$ cat config.mk
export PLATFORM = sky130hd
export DESIGN_NAME = max_subarray_sum_with_bounds_top
export DESIGN_NICKNAME = d
export VERILOG_FILES = /design/src/rtl/mss_pkg.sv /design/src/rtl/mss_in_stage.sv /design/src/rtl/mss_scan.sv /design/src/rtl/max_subarray_sum_with_bounds_top.sv
export VERILOG_INCLUDE_DIRS = /design/src /design/src/rtl
export SDC_FILE = /design/constraint.sdc
export NUM_CORES = 1
export LEC_CHECK = 0
export BUFFER_PORTS_ARGS = -buffer_cell sky130_fd_sc_hd__buf_4
export CORE_MARGIN = 2
export CORE_UTILIZATION = 50
export CTS_BUF_LIST = sky130_fd_sc_hd__clkbuf_4
export CTS_CLUSTER_SIZE = 14
export DETAILED_ROUTE_END_ITERATION = 12
export GPL_ROUTABILITY_DRIVEN = 0
export PLACE_DENSITY = 0.71
export SLEW_MARGIN = 30
export SYNTH_ARGS = -nofsm -noshare
export SYNTH_HDL_FRONTEND = slang
export SYNTH_SLANG_ARGS = --single-unit
export TNS_END_PERCENT = 30
$ cat constraint.sdc
create_clock -name clk_i -period 4.7 [get_ports clk_i]
set_input_delay 0.94 -clock clk_i [delete_from_list [all_inputs] [get_ports clk_i]]
set_output_delay 0.94 -clock clk_i [all_outputs]
set_load 0.02 [all_outputs]
$ cat src/rtl/max_subarray_sum_with_bounds_top_defines.svh
// Assertion macros for the maximum subarray sum block.
// Included by the top level; depends on nothing else.
`ifndef MAX_SUBARRAY_SUM_WITH_BOUNDS_TOP_DEFINES_SVH
`define MAX_SUBARRAY_SUM_WITH_BOUNDS_TOP_DEFINES_SVH

// Checks a property on every rising clock edge once reset has been released.
`define MSS_ASSERT(lbl, clk, rst_n, prop, msg) \
  lbl: assert property (@(posedge clk) disable iff (!rst_n) prop) else $error(msg);

// Checks that a condition never holds at a rising clock edge outside reset.
`define MSS_ASSERT_NEVER(lbl, clk, rst_n, cond, msg) \
  lbl: assert property (@(posedge clk) disable iff (!rst_n) !(cond)) else $error(msg);

`endif

$ cat src/rtl/mss_pkg.sv
// Shared types and constants for the maximum subarray sum block.
// Used by every RTL module of the block; depends on nothing.
`timescale 1ns / 1ps
`default_nettype none

package mss_pkg;

  localparam int unsigned SampleW    = 16;
  localparam int unsigned SumW       = 31;
  localparam int unsigned PosOutW    = 16;
  localparam int unsigned MaxLenDflt = 65536;

  // One input item as held in the input register.
  typedef struct packed {
    logic signed [SampleW-1:0] sample;
    logic                      last_item;
  } in_item_t;

endpackage

`default_nettype wire

$ cat src/rtl/mss_in_stage.sv
// Input register of the maximum subarray sum block.
// Depends on mss_pkg for the item type.
`timescale 1ns / 1ps
`default_nettype none

module mss_in_stage (
  input  wire logic                  clk_i,
  input  wire logic                  rst_ni,
  input  wire logic                  in_valid_i,
  output      logic                  in_stall_o,
  input  wire mss_pkg::in_item_t     item_i,
  output      logic                  vld_o,
  output      mss_pkg::in_item_t     item_o,
  input  wire logic                  take_i
);

  logic              vld_q, vld_d;
  mss_pkg::in_item_t item_q;
  logic              accept;

  // The register is free when empty or when its item is consumed this cycle.
  assign in_stall_o = vld_q && !take_i;
  assign accept     = in_valid_i && !in_stall_o;

  always_comb begin
    vld_d = vld_q;
    if (accept) begin
      vld_d = 1'b1;
    end else if (take_i) begin
      vld_d = 1'b0;
    end
  end

  always_ff @(posedge clk_i or negedge rst_ni) begin
    if (!rst_ni) begin
      vld_q <= 1'b0;
    end else begin
      vld_q <= vld_d;
    end
  end

  always_ff @(posedge clk_i) begin
    if (accept) begin
      item_q <= item_i;
    end
  end

  assign vld_o  = vld_q;
  assign item_o = item_q;

endmodule

`default_nettype wire

$ cat src/rtl/mss_scan.sv
// Single-pass scan state and result register of the maximum subarray sum block.
// Depends on mss_pkg for widths and the item type.
`timescale 1ns / 1ps
`default_nettype none

module mss_scan #(
  parameter int unsigned MAX_LENGTH = mss_pkg::MaxLenDflt
) (
  input  wire logic                          clk_i,
  input  wire logic                          rst_ni,
  input  wire logic                          vld_i,
  input  wire mss_pkg::in_item_t             item_i,
  output      logic                          take_o,
  output      logic                          out_valid_o,
  input  wire logic                          out_stall_i,
  output      logic [mss_pkg::SumW-1:0]      best_sum_o,
  output      logic [mss_pkg::PosOutW-1:0]   first_position_o,
  output      logic [mss_pkg::PosOutW-1:0]   final_position_o
);

  localparam int unsigned PosW = $clog2(MAX_LENGTH);
  localparam int unsigned SumW = mss_pkg::SumW;
  localparam int unsigned ExtW = PosW + mss_pkg::PosOutW;

  logic [PosW-1:0] pos_q, pos_d, pos_next;
  logic [SumW-1:0] suffix_q, suffix_d;
  logic [PosW-1:0] sstart_q, sstart_d;
  logic [SumW-1:0] best_q, best_d;
  logic [PosW-1:0] bstart_q, bstart_d;
  logic [PosW-1:0] bend_q, bend_d;

  logic signed [SumW+1:0] sum_t;
  logic [SumW-1:0]        sum_sat;
  logic                   sum_neg;
  logic                   better;

  logic [SumW-1:0] upd_best;
  logic [PosW-1:0] upd_bstart, upd_bend;
  logic [ExtW-1:0] ext_first, ext_final;

  logic                        out_valid_q, out_valid_d;
  logic [SumW-1:0]             best_sum_q;
  logic [mss_pkg::PosOutW-1:0] first_q, final_q;

  // A last item needs the result register; other items only update the state.
  assign take_o = vld_i && (!item_i.last_item || !out_valid_q || !out_stall_i);

  assign pos_next = (pos_q == PosW'(MAX_LENGTH - 1)) ? pos_q : pos_q + 1'b1;

  assign sum_t   = $signed({2'b00, suffix_q})
                 + $signed({{(SumW + 2 - mss_pkg::SampleW){item_i.sample[mss_pkg::SampleW-1]}},
                            item_i.sample});
  assign sum_neg = sum_t[SumW+1];
  // A non-negative sum that reaches bit 31 is saturated at the top of range.
  assign sum_sat = sum_t[SumW] ? {SumW{1'b1}} : sum_t[SumW-1:0];
  assign better  = !sum_neg && (sum_sat > best_q);

  assign upd_best   = better ? sum_sat  : best_q;
  assign upd_bstart = better ? sstart_q : bstart_q;
  assign upd_bend   = better ? pos_q    : bend_q;

  always_comb begin
    pos_d    = pos_q;
    suffix_d = suffix_q;
    sstart_d = sstart_q;
    best_d   = best_q;
    bstart_d = bstart_q;
    bend_d   = bend_q;
    if (take_o) begin
      if (item_i.last_item) begin
        pos_d    = '0;
        suffix_d = '0;
        sstart_d = '0;
        best_d   = '0;
        bstart_d = '0;
        bend_d   = '0;
      end else begin
        pos_d    = pos_next;
        suffix_d = sum_neg ? '0 : sum_sat;
        sstart_d = sum_neg ? pos_next : sstart_q;
        best_d   = upd_best;
        bstart_d = upd_bstart;
        bend_d   = upd_bend;
      end
    end
  end

  always_ff @(posedge clk_i or negedge rst_ni) begin
    if (!rst_ni) begin
      pos_q    <= '0;
      suffix_q <= '0;
      sstart_q <= '0;
      best_q   <= '0;
      bstart_q <= '0;
      bend_q   <= '0;
    end else begin
      pos_q    <= pos_d;
      suffix_q <= suffix_d;
      sstart_q <= sstart_d;
      best_q   <= best_d;
      bstart_q <= bstart_d;
      bend_q   <= bend_d;
    end
  end

  // Reported positions keep only their low 16 bits.
  assign ext_first = {{mss_pkg::PosOutW{1'b0}}, upd_bstart};
  assign ext_final = {{mss_pkg::PosOutW{1'b0}}, upd_bend};

  always_comb begin
    out_valid_d = out_valid_q;
    if (take_o && item_i.last_item) begin
      out_valid_d = 1'b1;
    end else if (!out_stall_i) begin
      out_valid_d = 1'b0;
    end
  end

  always_ff @(posedge clk_i or negedge rst_ni) begin
    if (!rst_ni) begin
      out_valid_q <= 1'b0;
    end else begin
      out_valid_q <= out_valid_d;
    end
  end

  always_ff @(posedge clk_i) begin
    if (take_o && item_i.last_item) begin
      best_sum_q <= upd_best;
      first_q    <= ext_first[mss_pkg::PosOutW-1:0];
      final_q    <= ext_final[mss_pkg::PosOutW-1:0];
    end
  end

  assign out_valid_o      = out_valid_q;
  assign best_sum_o       = best_sum_q;
  assign first_position_o = first_q;
  assign final_position_o = final_q;

endmodule

`default_nettype wire

$ cat src/rtl/max_subarray_sum_with_bounds_top.sv
// The result register is loaded when the scan takes the last sample from the input register.
// Throughput: one sample per cycle while no last sample waits for the result register;
// the suffix and best-sum update is one add, one compare and one register load.
// The input register keeps taking samples while a finished result waits, until a
// further last sample has to wait for the result register to be freed.
// Reset is asynchronous, active low, and clears all scan state and valid flags.
`timescale 1ns / 1ps
`default_nettype none
`include "max_subarray_sum_with_bounds_top_defines.svh"

module max_subarray_sum_with_bounds_top #(
  parameter int unsigned MAX_LENGTH = mss_pkg::MaxLenDflt
) (
  input  wire logic                                clk_i,
  input  wire logic                                rst_ni,
  input  wire logic                                in_valid_i,
  output      logic                                in_stall_o,
  input  wire logic signed [mss_pkg::SampleW-1:0]  sample_i,
  input  wire logic                                last_item_i,
  output      logic                                out_valid_o,
  input  wire logic                                out_stall_i,
  output      logic [mss_pkg::SumW-1:0]            best_sum_o,
  output      logic [mss_pkg::PosOutW-1:0]         first_position_o,
  output      logic [mss_pkg::PosOutW-1:0]         final_position_o
);

  mss_pkg::in_item_t in_item, stage_item;
  logic              stage_vld;
  logic              take;

  assign in_item.sample    = sample_i;
  assign in_item.last_item = last_item_i;

  mss_in_stage u_in_stage (
    .clk_i      (clk_i),
    .rst_ni     (rst_ni),
    .in_valid_i (in_valid_i),
    .in_stall_o (in_stall_o),
    .item_i     (in_item),
    .vld_o      (stage_vld),
    .item_o     (stage_item),
    .take_i     (take)
  );

  mss_scan #(
    .MAX_LENGTH (MAX_LENGTH)
  ) u_scan (
    .clk_i            (clk_i),
    .rst_ni           (rst_ni),
    .vld_i            (stage_vld),
    .item_i           (stage_item),
    .take_o           (take),
    .out_valid_o      (out_valid_o),
    .out_stall_i      (out_stall_i),
    .best_sum_o       (best_sum_o),
    .first_position_o (first_position_o),
    .final_position_o (final_position_o)
  );

  `MSS_ASSERT_NEVER(a_stall_needs_item, clk_i, rst_ni, in_stall_o && !stage_vld, "stall with empty input register")
  `MSS_ASSERT(a_last_gives_result, clk_i, rst_ni, take && stage_item.last_item |=> out_valid_o, "last sample gave no result")
  `MSS_ASSERT(a_no_spurious_result, clk_i, rst_ni, !(take && stage_item.last_item) |=> !$rose(out_valid_o), "result without a last sample")

endmodule

`default_nettype wire

Yosys cells after proc, flatten, opt, wreduce, memory -nomap -nowiden
Index checks and enable logic that the tools add are counted.

storage, ports and cells
  register bits = 208
  input bits = 21
  output and inout bits = 65
  logic and storage cells = 51

cells by class
  $add $sub $neg = 2
  $lt $le $gt $ge = 1
  eq/ne operators = 2
  muxes and demuxes = 17
  reduce and logical (&&, ||, !) cells = 16

operator list
  cell                   number
  $mux 31                5
  $mux 16                8
  $add 32x16->33         1
  $gt 31x31->1           1
  $add 16x1->16 const B  1
  $eq 16x16->1 const B   1
  $logic_not 1->1        6
  $logic_and 1x1->1      5
  $mux 1                 4
  $reduce_bool 2->1      2
  $logic_or 1x1->1       2
  $ne 2x1->1 const B     1
  $reduce_and 2->1       1

Longest topological paths before layout
  depth in word-level cells = 9
  gate-level depth with buffers = 22
  depth with buffers taken out = 19

By module
From an unflattened synthesis, not the netlist that was laid out.

unflattened totals
  cells, all modules = 1025
  area total of the unflattened synthesis = 11159.5 µm²

modules (own cells, without submodules)
  module        instances  cells each  area each (µm²)  seq. area each (µm²)
  mss_scan      1          1003        10591.4          5069.9
  mss_in_stage  1          22          568.0            535.5

Least setup slack after synthesis
Ideal clock, no wire load.

  path type = register to register
  start = register u_in_stage.item_q (netlist bit u_in_stage.item_o[16])
  end = register u_scan.bend_q[0]
  setup time = 66 ps
  arrival = 4746 ps
  required time = 4634 ps
  slack = -112 ps
  stages on the path, launching flop included = 21
  buffers on the path = 2
  clock period less this slack = 4812 ps
  path through = edfxtp_1 ha_1 a21oi_1 o21ai_0 a221oi_1 nor2_1 a21oi_1 o211ai_2 buf_2 nor2_1 inv_1 ha_1 a21oi_1 o21ai_0 a221oi_1 o31ai_1 a22oi_1 a21oi_2 o21ai_1 clkbuf_1 a22o_1

on the way
  word-level cells in the longest chain between the ends = 6
  elaborated cells between the ends (all ways) = 7
  classes of those cells = add/sub (1); order compare (1); mux (3); reduce/logical (2)

RTL lines
  item                    line                source
  from (decl)             mss_in_stage.sv:18  mss_pkg::in_item_t item_q;
  from (signal assigned)  mss_in_stage.sv:44  item_q <= item_i;
  $add 32x16->33 (*)      mss_scan.sv:51      + $signed({{(SumW + 2 - mss_pkg::SampleW){item_i.sample[mss_pkg::SampleW-1]}},
  $mux 31                 mss_scan.sv:55      assign sum_sat = sum_t[SumW] ? {SumW{1'b1}} : sum_t[SumW-1:0];
  $gt 31x31->1            mss_scan.sv:56      assign better = !sum_neg && (sum_sat > best_q);
  $logic_and 1x1->1 (*)   mss_scan.sv:56
  $mux 16 (*)             mss_scan.sv:60      assign upd_bend = better ? pos_q : bend_q;
  $mux 16 (*)             mss_scan.sv:70      if (item_i.last_item) begin
  to (signal assigned)    mss_scan.sv:102     bend_q <= bend_d;
  to (decl)               mss_scan.sv:30      logic [PosW-1:0] bend_q, bend_d;

Mark *: on every way between the ends. The rest lies on a longest branch, timed or not.
A chain may end at the register's enable or synchronous reset.

Worst setup path after layout
  start = register u_in_stage.item_q (netlist bit u_in_stage.item_o[16])
  end = register u_scan.final_q (netlist bit u_scan.final_position_o[7]) (data pin)

on the way
  word-level cells in the longest chain between the ends = 5
  elaborated cells between the ends (all ways) = 6
  classes of those cells = add/sub (1); order compare (1); mux (2); reduce/logical (2)

RTL lines
  item                    line             source
  $add 32x16->33 (*)      mss_scan.sv:51
  $mux 31                 mss_scan.sv:55
  $gt 31x31->1            mss_scan.sv:56
  $logic_and 1x1->1 (*)   mss_scan.sv:56
  $mux 16 (*)             mss_scan.sv:60
  net u_scan.upd_bend[7]  mss_scan.sv:38   logic [PosW-1:0] upd_bstart, upd_bend;
  to (signal assigned)    mss_scan.sv:131  final_q <= ext_final[mss_pkg::PosOutW-1:0];
  to (decl)               mss_scan.sv:43   logic [mss_pkg::PosOutW-1:0] first_q, final_q;

Mark *: on every way through the listed nets, which the timed path passes. The rest lies on a longest branch.

==> results.yml <==
cts:
  cts.path.max_buffers: 3
  ctsHtreeMaxLevel: 2
  cts-root-buf: "clkbuf_4"
  path_clk_slew_ns: 0.07
  insertion_delay_ns: 0.70
  cts_tree: "built"
  cts_num_sinks: 208
  cts_buffers: 52
timing:
  setup-violations-final: 126
  tightestPinTransition_ns: 0.986
  hold_viol_final: 0
  setup_tns_ns: -21.63
  fin_crit_ns: 4.98
  rsz0062_at_grt: "yes"
  min_period_over_period: 1.06
  relSlewSlack: 0.341
  setup_ws_ns: -0.276
  max_clock_freq_ghz: 0.201
  final_max_slew_viol_count: 0
  fin_worst_skew_ns: 0.0564
power:
  p_sw_frac: 0.404
  switchingPower_w: 0.00348
  pwr-share-comb: 0.530
  p_per_area_nw_per_um2: 559
  p_int_w: 0.00514
  power_w: 0.00863
  p_clk_frac: 0.173
  irDropWorstVdd_mv: 0.340
  sequentialPowerShare: 0.297
  p_leak_nw: 6.74
cells_and_area:
  num-fill-cells: 1457
  drive_above_1_share: 0.417
  multiInputGateArea_um2: 6150
  mostFrequentLayoutCells: "buf_4, dfrtp_1, edfxtp_1, nand2_1, clkbuf_4"
  area_growth_pct: 39.5
  regArea_um2: 5610
  fin_nets: 1376
  layout.cells.most_common: "buf_4"
  layout.cells.non_filler: 1614
critical_path:
  reg2reg_slack_ns: -0.28
  reg2reg_from: "u_in_stage.item_o[16]"
  critPathMostFrequentCell: "buf_12"
  crit_chain: "buf_12, ha_4, a21o_1, a21o_1, a221oi_4, nor2_4, buf_4, a211o_1, o211ai_4, clkbuf_16, nor2_2, inv_1, ha_4, a21oi_2, o21ai_2, a221oi_2, o31ai_2, a22oi_2, a21oi_4, buf_12, buf_12, buf_6, mux2_4"
  cp.buffers_inverters: 7
  crit_path_start_kind: "flip-flop"
  crit_start: "u_in_stage.item_o[16]"
  required_ns: 5.10
  cpLargestDelayFamily: "compound AO/OA/AOI/OAI gates"
  critPathMaxStageDelay_ns: 0.44
  critical_path_class: "reg2reg"
  crit_path_end_kind: "flip-flop"
  cp_data_arrival_time_ns: 5.37
  path_max_fanout: 7
  slowest_stage: "edfxtp_1"
run_status:
  status: "complete, but fails checks"
  violations: "negative setup slack"
placed_design:
  place_ws_ns: -0.330
  io_buffer_count: 85
  dp.cells: 1464
  dp_hpwl_um: 19100
grt:
  grt_pass1_vias: 9169
  grt_max_degree: 118
  grt_pass1_wl_um: 47100
  antenna_found_initial: 1
  overflow: 0
  grt_use_total: 0.248
routing:
  drtPass1Iterations: 5
  vias_per_cell: 5.97
  drc: 0
  routedWlPerCell_um: 20.8
  vias: 9630
  drtIter0Drc: 801
  postRouteAntennaNets: 0
  wirelength_um: 33500
synth:
  syn-num-nets: 1119
  synth-edff-count: 80
  ys_warn_count: 0
  ys_seq_area_frac: 0.507
  async_flop_share: 0.615
  netlist_area_um2: 11100
  synth-seq-cells: 208
  netlist_instances: 1033
  yosysUniqueCellTypes: 61
  yosys_most_used_dff: "dfrtp_1"
  synth.avg_cell_area_um2: 10.7
floorplanning:
  io-pin-count: 86
  die_w_um: 153
  initial_utilization: 0.508
  dieArea_um2: 23300
  rows: 54
  die_y_um: 153
  coreArea_um2: 21800
min_path:
  min_path_type: "in2async"
run:
  maxCapViolations: 0
==> layer usage <==
metal | up-vias | wire length, um | GRT usage
li1 | 4344 | - | -
met1 | 4770 | 14100 | 0.350
met2 | 421 | 15600 | 0.386
met3 | 95 | 2440 | 0.0410
met4 | 0 | 1340 | 0.0996
met5 | - | 0 | 0
==> state kept, by name, summed over array words and instances (netlist names), 16 cells and up <==
register	count
u_scan.bstart_q	16
u_scan.suffix_q	31
u_scan.best_sum_o	31
u_scan.first_position_o	16
u_scan.final_position_o	16
u_scan.sstart_q	16
u_in_stage.item_o	17
u_scan.bend_q	16
u_scan.best_q	31
u_scan.pos_q	16
==> power by group through the flow <==
stage / sequential (W) / combinational [W] / clock, W
6_report: 0.00256 / 0.00457 / 0.00149
4_1_cts: 0.00249 / 0.00350 / 0.00150
3_3_place_gp: 0.00251 / 0.00302 / 0
5_1_grt: 0.00259 / 0.00487 / 0.00161
2_1_floorplan: 0.00256 / 0.00182 / 0
3_5_place_dp: 0.00252 / 0.00308 / 0
==> synth_stat cells (all sizes together) (2+ instances only) <==
cell     count  area [um^2]
a211o        3         26.3
a211oi       6         45.0
a21o        16          120
a21oi       74          382
a221oi       5         43.8
a22o        51          447
a22oi        2         15.0
a31o         2         17.5
a31oi       16          106
and2         8         50.1
and3         9         56.3
and4         3         26.3
buf         26          174
clkbuf      28          105
dfrtp      128         3200
edfxtp      80         2400
ha          64          801
inv         66          248
mux2        43          522
mux2i        2         20.0
nand2       80          303
nand2b       4         25.0
nand3       20          100
nand3b       2         15.0
nand4       18          113
nor2        91          342
nor2b        7         43.8
nor3         9         56.3
nor4         4         25.0
o2111a       2         22.5
o211a        2         20.0
o211ai       5         42.5
o21a         5         37.5
o21ai       59          295
o221ai       2         17.5
o22a         2         17.5
o2bb2ai     27          236
o31a         3         26.3
o31ai       10         75.1
or3          2         12.5
xnor2       23          201
xor2        14          123
==> cell type report <==
| class | count | share of cell area |
|---|---|---|
| antenna | 1 | 0.000162 |
| clock buffer | 68 | 0.0331 |
| clock inverter | 29 | 0.00884 |
| inverter | 66 | 0.0161 |
| multi-input combinational | 705 | 0.399 |
| sequential | 208 | 0.363 |
| tap | 280 | 0.0227 |
| timing repair buffer | 257 | 0.157 |
==> kinds of logic after synthesis <==
| kind of cell | synth area share |
|---|---|
| AOI/OAI and AO/OA | 0.185 |
| xor gates and xnor gates | 0.0293 |
| adders and majority gates | 0.0743 |
| buffers and inverters | 0.0477 |
| DFF | 0.507 |
| muxes | 0.0490 |
| and+or+nand+nor | 0.108 |
==> repair_timing <==
action                                  4_1_cts  5_1_grt
endpoints found under the setup margin      126      126
pin swaps                                     9       53
hold buffers                                  0        0
resized for setup                            55      207
gates cloned                                  4       11
buffers inserted                             25       19
==> through the flow <==
step,area (um^2),utilization,hold slack (ns)
after floorplan,11100,-,0.454
after global placement,12800,0.589,0.468
after detailed placement,12800,0.589,0.475
after CTS,14100,0.647,0.0481
after global routing,15400,0.709,0.0636
final,15400,0.709,0.0795
==> path summary, 6_finish.rpt <==
path / cells past startpoint / end
hold reg to reg: 2 / u_scan.suffix_q[11]
setup reg to reg: 23 / u_scan.final_position_o[7]
setup / recovery: 23 / u_scan.final_position_o[7]
max in group asynchronous: 2 / u_scan.bend_q[10]
min in group clk_i: 1 / u_in_stage.item_o[9]
hold / removal: 1 / u_scan.suffix_q[10]
Power figures use the tool's default switching activity.
